==> config.mk <==
export PLATFORM = sky130hd
export DESIGN_NAME = fspc_control
export DESIGN_NICKNAME = d
export VERILOG_FILES = /design/src/hdl/fspc_pkg.sv /design/src/hdl/fspc_control.sv
export SDC_FILE = /design/constraint.sdc
export NUM_CORES = 1
export LEC_CHECK = 0
export BUFFER_PORTS_ARGS = -buffer_cell sky130_fd_sc_hd__buf_2
export CORE_MARGIN = 2
export CORE_UTILIZATION = 35
export DETAILED_ROUTE_END_ITERATION = 7
export PLACE_DENSITY = 0.71
export SYNTH_ARGS = -nofsm -noshare
export SYNTH_HDL_FRONTEND = slang
export SYNTH_SLANG_ARGS = --single-unit
==> constraint.sdc <==
create_clock -name clk -period 1.5 [get_ports clk]
set_input_delay 0.075 -clock clk [delete_from_list [all_inputs] [get_ports clk]]
set_output_delay 0.075 -clock clk [all_outputs]
set_load 0.005 [all_outputs]
==> src/hdl/fspc_pkg.sv <==
package fspc_pkg;

    localparam int GAIN_FRAC_BITS_DEF   = 8;
    localparam int ACC_FRAC_BITS_DEF    = 8;
    localparam int STALL_TIMEOUT_US_DEF = 500000;

    localparam logic [15:0] FULL_DUTY    = 16'hFFFF;
    localparam logic [31:0] USEC_PER_MIN = 32'd60000000;

    localparam logic [1:0] CMD_EDGE   = 2'd0;
    localparam logic [1:0] CMD_UPDATE = 2'd1;
    localparam logic [1:0] CMD_TARGET = 2'd2;
    localparam logic [1:0] CMD_DUTY   = 2'd3;

    localparam logic [2:0] REG_TACH  = 3'd0;
    localparam logic [2:0] REG_MAX   = 3'd1;
    localparam logic [2:0] REG_PPR   = 3'd2;
    localparam logic [2:0] REG_PGAIN = 3'd3;
    localparam logic [2:0] REG_IGAIN = 3'd4;
    localparam logic [2:0] REG_MINUP = 3'd5;

    // Datapath operations requested by the controller.
    localparam logic [3:0] OP_NONE     = 4'd0;
    localparam logic [3:0] OP_LOAD     = 4'd1;
    localparam logic [3:0] OP_RPM_DIV  = 4'd2;
    localparam logic [3:0] OP_RPM_DONE = 4'd3;
    localparam logic [3:0] OP_STEP_CHK = 4'd4;
    localparam logic [3:0] OP_TGT_DIV  = 4'd5;
    localparam logic [3:0] OP_MEAS_DIV = 4'd6;
    localparam logic [3:0] OP_PI_MUL   = 4'd7;
    localparam logic [3:0] OP_PI_SUM   = 4'd8;
    localparam logic [3:0] OP_OL_DIV   = 4'd9;
    localparam logic [3:0] OP_OL_DONE  = 4'd10;
    localparam logic [3:0] OP_DIV_STEP = 4'd11;

    typedef struct packed {
        logic [3:0] op;
        logic       div_start;
    } fspc_cmd_t;

    typedef struct packed {
        logic div_busy;
        logic meas_ok;
        logic step_ok;
        logic tgt_set;
        logic first;
        logic tach;
    } fspc_stat_t;

endpackage

==> src/hdl/fspc_control.sv <==
module fspc_control
    import fspc_pkg::*;
(
    input  logic       clk,
    input  logic       rst_n,
    input  logic       in_valid,
    output logic       in_stall,
    input  logic [1:0] in_cmd,
    output logic       out_valid,
    input  logic       out_stall,
    output logic       issue,
    output fspc_cmd_t  ctl,
    input  fspc_stat_t stat
);

    localparam logic [3:0] S_IDLE     = 4'd0;
    localparam logic [3:0] S_RPM_GO   = 4'd1;
    localparam logic [3:0] S_RPM_WAIT = 4'd2;
    localparam logic [3:0] S_RPM_END  = 4'd3;
    localparam logic [3:0] S_CHK      = 4'd4;
    localparam logic [3:0] S_TGT_WAIT = 4'd5;
    localparam logic [3:0] S_MEAS_GO  = 4'd6;
    localparam logic [3:0] S_MEAS_WT  = 4'd7;
    localparam logic [3:0] S_MUL      = 4'd8;
    localparam logic [3:0] S_SUM      = 4'd9;
    localparam logic [3:0] S_OL_WAIT  = 4'd10;
    localparam logic [3:0] S_OL_END   = 4'd11;
    localparam logic [3:0] S_OUT      = 4'd12;

    logic [3:0] state_reg, state_next;
    logic       issue_reg, issue_next;
    logic       accept;

    assign accept = in_valid && !in_stall;

    always_comb
    begin
        state_next    = state_reg;
        issue_next    = issue_reg;
        ctl.op        = OP_NONE;
        ctl.div_start = 1'b0;
        in_stall      = 1'b1;
        unique case (state_reg)
            S_IDLE:
            begin
                in_stall = 1'b0;
                if (accept)
                begin
                    ctl.op     = OP_LOAD;
                    issue_next = (in_cmd == CMD_DUTY);
                    if (in_cmd == CMD_UPDATE)
                        state_next = stat.tach ? S_RPM_GO : S_OL_WAIT;
                    else
                        state_next = S_OUT;
                end
            end
            S_RPM_GO:
            begin
                if (stat.meas_ok)
                begin
                    ctl.op        = OP_RPM_DIV;
                    ctl.div_start = 1'b1;
                    state_next    = S_RPM_WAIT;
                end
                else
                    state_next = S_CHK;
            end
            S_RPM_WAIT:
            begin
                ctl.op = OP_RPM_DIV;
                if (!stat.div_busy)
                    state_next = S_RPM_END;
            end
            S_RPM_END:
            begin
                ctl.op     = OP_RPM_DONE;
                state_next = S_CHK;
            end
            S_CHK:
            begin
                ctl.op = OP_STEP_CHK;
                if (!stat.step_ok)
                    state_next = S_OUT;
                else if (stat.tgt_set)
                begin
                    ctl.op        = OP_STEP_CHK;
                    state_next    = S_TGT_WAIT;
                end
                else if (stat.first)
                    state_next = S_MEAS_GO;
                else
                    state_next = S_OUT;
            end
            S_TGT_WAIT:
            begin
                ctl.op = OP_TGT_DIV;
                if (!stat.div_busy && state_reg == S_TGT_WAIT && issue_reg)
                    state_next = S_MEAS_GO;
                else if (!stat.div_busy)
                begin
                    ctl.div_start = 1'b1;
                    issue_next    = 1'b1;
                end
            end
            S_MEAS_GO:
            begin
                ctl.op        = OP_MEAS_DIV;
                ctl.div_start = 1'b1;
                state_next    = S_MEAS_WT;
            end
            S_MEAS_WT:
            begin
                ctl.op = OP_MEAS_DIV;
                if (!stat.div_busy)
                begin
                    ctl.op     = OP_PI_MUL;
                    state_next = issue_reg ? S_SUM : S_OUT;
                end
            end
            S_MUL:
                state_next = S_SUM;
            S_SUM:
            begin
                ctl.op     = OP_PI_SUM;
                state_next = S_OUT;
            end
            S_OL_WAIT:
            begin
                ctl.op = OP_OL_DIV;
                if (!stat.tgt_set)
                    state_next = S_OUT;
                else if (!stat.div_busy && issue_reg)
                    state_next = S_OL_END;
                else if (!stat.div_busy)
                begin
                    ctl.div_start = 1'b1;
                    issue_next    = 1'b1;
                end
            end
            S_OL_END:
            begin
                ctl.op     = OP_OL_DONE;
                state_next = S_OUT;
            end
            S_OUT:
            begin
                if (!out_stall)
                    state_next = S_IDLE;
            end
            default:
                state_next = S_IDLE;
        endcase
    end

    always_ff @(posedge clk or negedge rst_n)
    begin
        if (!rst_n)
        begin
            state_reg <= S_IDLE;
            issue_reg <= 1'b0;
        end
        else
        begin
            state_reg <= state_next;
            issue_reg <= issue_next;
        end
    end

    assign out_valid = (state_reg == S_OUT);
    assign issue     = issue_reg;

endmodule

=== Word level (Yosys, flattened, before mapping) ===
Index checks and enable logic that the tools add are counted.

* Input bits: 12
* Flip-flop bits (word level): 5
* Word-level logic and storage cells: 66

* Multiplexer cells: 31
* Equality and inequality tests: 23
* Reduce and logical (&&, ||, !) cells: 10

{| class="wikitable"
|+ Operators by type and width
! kind !! number
|-
| 4-bit two-way mux || 12
|-
| 4-bit one-hot mux with 12 select lines || 1
|-
| 4-bit one-hot mux with 11 select lines || 1
|-
| 4-bit == test, second input constant || 5
|-
| 4-bit by 3-bit == test with 1-bit output, second input constant || 4
|-
| 2-bit inequality test, second input constant || 7
|-
| 1-bit two-way mux || 12
|-
| 3-bit two-way mux || 3
|-
| 4-bit by 2-bit == test with 1-bit output, second input constant || 2
|-
| 6-bit AND reduction || 1
|-
| 5-bit AND reduction || 1
|-
| 4-bit by 1-bit == test with 1-bit output, second input constant || 1
|-
| 1-bit logical AND || 4
|-
| 4-bit zero test || 1
|-
| 1-bit one-hot mux with 4 select lines || 1
|-
| 3-bit inequality test, second input constant || 1
|-
| 1-bit one-hot mux with 3 select lines || 1
|-
| 3-bit nonzero test || 1
|-
| 2-bit by 1-bit == test with 1-bit output, second input constant || 1
|-
| 2-bit == test, second input constant || 1
|-
| 2-bit by 1-bit inequality test with 1-bit output, second input constant || 1
|-
| 2-bit OR reduction || 1
|-
| 1-bit zero test || 1
|}

=== Depth between registers and ports, before layout ===
* Depth after elaboration: 5
* Gate-level depth with buffers: 6

=== Least setup slack after synthesis ===
OpenSTA, ideal clock, no wires.

* Path type: reg-to-reg
* From: reg state_reg[3]
* To: reg state_reg[1]
* Setup slack: -0.017 ns
* Cell stages (with the launch flop): 6
* Data required time: 1.375 ns
* Buffers on the path: 1
* Arrival time: 1.393 ns
* Cell sequence: dfrtp_1 -> buf_6 -> and4bb_1 -> a31oi_4 -> o211ai_4 -> mux2_2

* Cells in the longest elaborated chain, start to end: 5
* Elaborated cells between the ends (all ways): 25
* Classes of those cells: eq/ne: 18; mux: 1; reduce/logical: 6

{| class="wikitable"
|+ RTL lines
! item !! RTL line !! source
|-
| start: declaration || fspc_control.sv:30 || <nowiki>logic [3:0] state_reg, state_next;</nowiki>
|-
| start signal: assignment || fspc_control.sv:164 || <nowiki>state_reg <= state_next;</nowiki>
|-
| 4-bit by 3-bit == test with 1-bit output || fspc_control.sv:43, fspc_control.sv:97 ||
|-
| 1-bit logical AND (2 in a row) || fspc_control.sv:97 || <nowiki>if (!stat.div_busy && state_reg == S_TGT_WAIT && issue_reg)</nowiki>
|-
| 2-bit by 1-bit inequality test with 1-bit output (no source line) || - ||
|-
| 6-bit AND reduction (no source line) || - ||
|}

Parallel ways exist; a longest one is shown, timed or not.
A chain may end at the register's enable or synchronous reset.

=== Final worst setup path ===
* From: reg state_reg[1]
* To: reg state_reg[1]

Same word-level chain as after synthesis.

==> impl_metrics.yaml <==
status:
  status: "finished with violations"
  violations: "setup timing"
routing:
  ant_nets: 0
  firstDrtPassIters: 4
  wire_per_inst_um: 15.65
  vias_per_cell: 5.733
  totalWireLength_um: 2582
  vias: 946
  drtIter0Drc: 29
  drc: 0
floorplan:
  floorplan.rows: 16
  io_pins: 20
  die_area_um2: 2387
  die_x_um: 48.86
  die-height_um: 48.86
  start_util_pct: 36.65
  coreArea_um2: 1922
synthesis:
  synth_compound_area_share_pct: 34.28
  ys_seq_area_share_pct: 17.76
  yosys.area_share.simple_pct: 33.93
  netlist_area_um2: 704.4
  yosys_warnings: 0
  synth_adder_area_share_pct: 0
  synth_top_family_by_area: "compound AO/OA/AOI/OAI gates"
  synth_seq_cells: 5
  synthTopCellsByCount: "7 x o21ai_0, 6 x inv_1, 6 x nand2_1, 6 x nor3_1, 5 x dfrtp_1"
  yosysMostFrequentCell: "o21ai_0"
  synth_edf_count: 0
  synth_top_area_cell: "dfrtp_1"
  ys_types: 43
  ys_async_sr_fraction_pct: 100.0
  syn_area_per_cell_um2: 7.827
  synthesis.nets: 102
  synth_top_area_share_pct: 17.76
  synth_area_leaders: "dfrtp_1 18%, o21ai_0 5.0%, buf_6 4.8%"
  muxShareOfSynthArea_pct: 3.197
  syn_inst: 90
  synth_flop_cell: "dfrtp_1"
  synth-xor-area-share_pct: 0
power:
  clkPwrFrac_pct: 5.9
  cellLeakagePower_nw: 0.5248
  power_frac_comb_pct: 81.3
  netSwitchingPower_mw: 1.143
  seq_power_share_pct: 12.8
  ir_drop_mv: 0.9559
  powerDensity_nw_per_um2: 2249
  p_int_mw: 1.468
  p_total_mw: 2.611
  swShare_pct: 43.79
critical_path:
  cp_data_required_time_ns: 1.62
  path_depth: 4
  worstPathArrival_ns: 1.69
  crit_path_cell_trace: "and4bb_2 > a31oi_4 > o211ai_4 > mux2_4"
  critPathMaxFanout: 6
  rr_worst_depth: 4
  r2r-end: "state_reg[1]"
  cp_num_buf_inv: 0
  worstSetupEndpointType: "register"
  critical-path-top-delay-family: "flip-flops"
  cpMaxStageDelayCell: "dfrtp_2"
  startpoint: "state_reg[1]"
  crit_type: "register to register"
  timing.rr.start: "state_reg[1]"
  regToRegSetupSlack_ns: -0.07
  critPathMaxStageDelay_ns: 0.45
  startpoint_type: "register"
  crit_end: "state_reg[1]"
hold_path:
  hold_class: "input pin to register"
clock_tree:
  cts_root_buf: "clkbuf_4"
  htreeDepth: 1
  cts_tree: "done"
  numCtsBuffers: 3
  clock_tree.buffer_depth: 2
  cts.sinks: 5
  path_clk_slew_ns: 0.04
  clkLatencyLatePin_ns: 0.24
global_route:
  overflow: 0
  grt_pass1_vias: 928
  grtUsageTotal_pct: 21.58
  grt_start_max_net_pins: 9
  antenna_found_initial: 0
  grt_pass1_wl_um: 4008
timing:
  hold_viol_final: 0
  tightest_slew_ns: 0.2875
  setup_violations: 5
  period_needed_ns: 1.571
  worst_clock_skew_ns: 0.0001424
  slew_headroom_pct: 80.79
  slew_viol_final: 0
  max_freq_mhz: 636.5
  rsz0062_at_grt: "yes"
  fin_crit_sh_pct: 104.7
  finalWorstSetupSlack_ns: -0.07120
  hold_slack_ns: 0.1818
final_layout:
  syn_to_final_growth_pct: 64.83
  layout-drive-gt1-share_pct: 57.97
  final_cells: 165
  diodes: 0
  finalCoreUtilization_pct: 60.42
  largest_register_ffs: 4
  nets: 151
placed_design:
  dp_hpwl_um: 1754
  numPortBuffers: 19
  placed_cells: 148
  place.gp.congestion: 0.8629
  preCtsSetupSlack_ns: -0.1601
flow_run:
  maxCapViolCount: 0
-- power by group through the flow --
stage                     Sequential (mW)  Combinational [mW]  Clock (mW)
final                               0.335                2.12       0.154
after global routing                0.344                2.27       0.171
after CTS                           0.321                1.88       0.156
after detailed placement            0.355                1.50           0
after global placement              0.349                1.47           0
after floorplan                     0.264                1.02           0
-- timing repair --
item / in CTS / in global routing
hold endpoints to repair: 5 / 0
endpoints found under the setup margin: 9 / 10
buffers inserted: 11 / 2
hold buffers: 1 / 0
resized for setup: 21 / 14
pin swaps: 5 / 7
-- worst register-to-register path, cell delays in order (launching register included) --
cell and delay [ns]:
dfrtp_2 0.45, and4bb_2 0.37, a31oi_4 0.06, o211ai_4 0.25
mux2_4 0.33
-- cells in the final DEF (no fill, tap or decap), types with 3 or more instances in the layout --
cell | synthesis | layout
dfrtp_2 | 0 | 4
inv_1 | 6 | 4
buf_6 | 3 | 5
nand2_1 | 6 | 5
o21ai_0 | 7 | 5
nor3_1 | 6 | 4
a31oi_1 | 3 | 3
nor2_1 | 4 | 3
clkbuf_4 | 0 | 3
buf_4 | 0 | 26
buf_2 | 4 | 19
-- metrics by stage --
stage / setup TNS, ns / instance area, um^2
finish: -0.2068 / 1161
global route: -0.6651 / 1161
CTS: -0.1117 / 1099
detailed placement: -0.4770 / 929.6
global placement: -0.3676 / 929.6
floorplan: 0 / 711.9
-- layer usage --
layer	part of all wire (%)	vias up	track usage, %
li1	-	443	-
met2	51	46	38.81
met4	3.5	0	8.095
met3	5.9	8	3.988
met1	40	449	25.24
met5	0	-	0
-- logic make-up after synthesis --
| kind of cell | Yosys count |
|---|---|
| simple gates | 39 |
| compound gates | 31 |
| buf+inv | 13 |
| flops | 5 |
| mux | 2 |
-- worst min-delay path by stage --
stage / startpoint / endpoint / slack (ns) / cells past startpoint
after floorplan: rst_n / issue / -0.22 / 0
after global placement: rst_n / state_reg[1] / -0.11 / 1
after detailed placement: rst_n / state_reg[0] / -0.11 / 1
after CTS: rst_n / issue / 0.18 / 2
after global routing: in_cmd[1] / issue / 0.19 / 3
final: in_cmd[1] / issue / 0.18 / 3
-- layout make-up --
cell class / count / area [um^2]
Sequential cell: 5 / 130.1
Tap cell: 27 / 33.78
Multi-Input combinational cell: 72 / 586.8
Clock buffer: 4 / 26.28
Timing Repair Buffer: 51 / 356.6
Inverter: 6 / 27.53
Fill cell: 166 / 760.7
(Power assumes the default switching activity.)
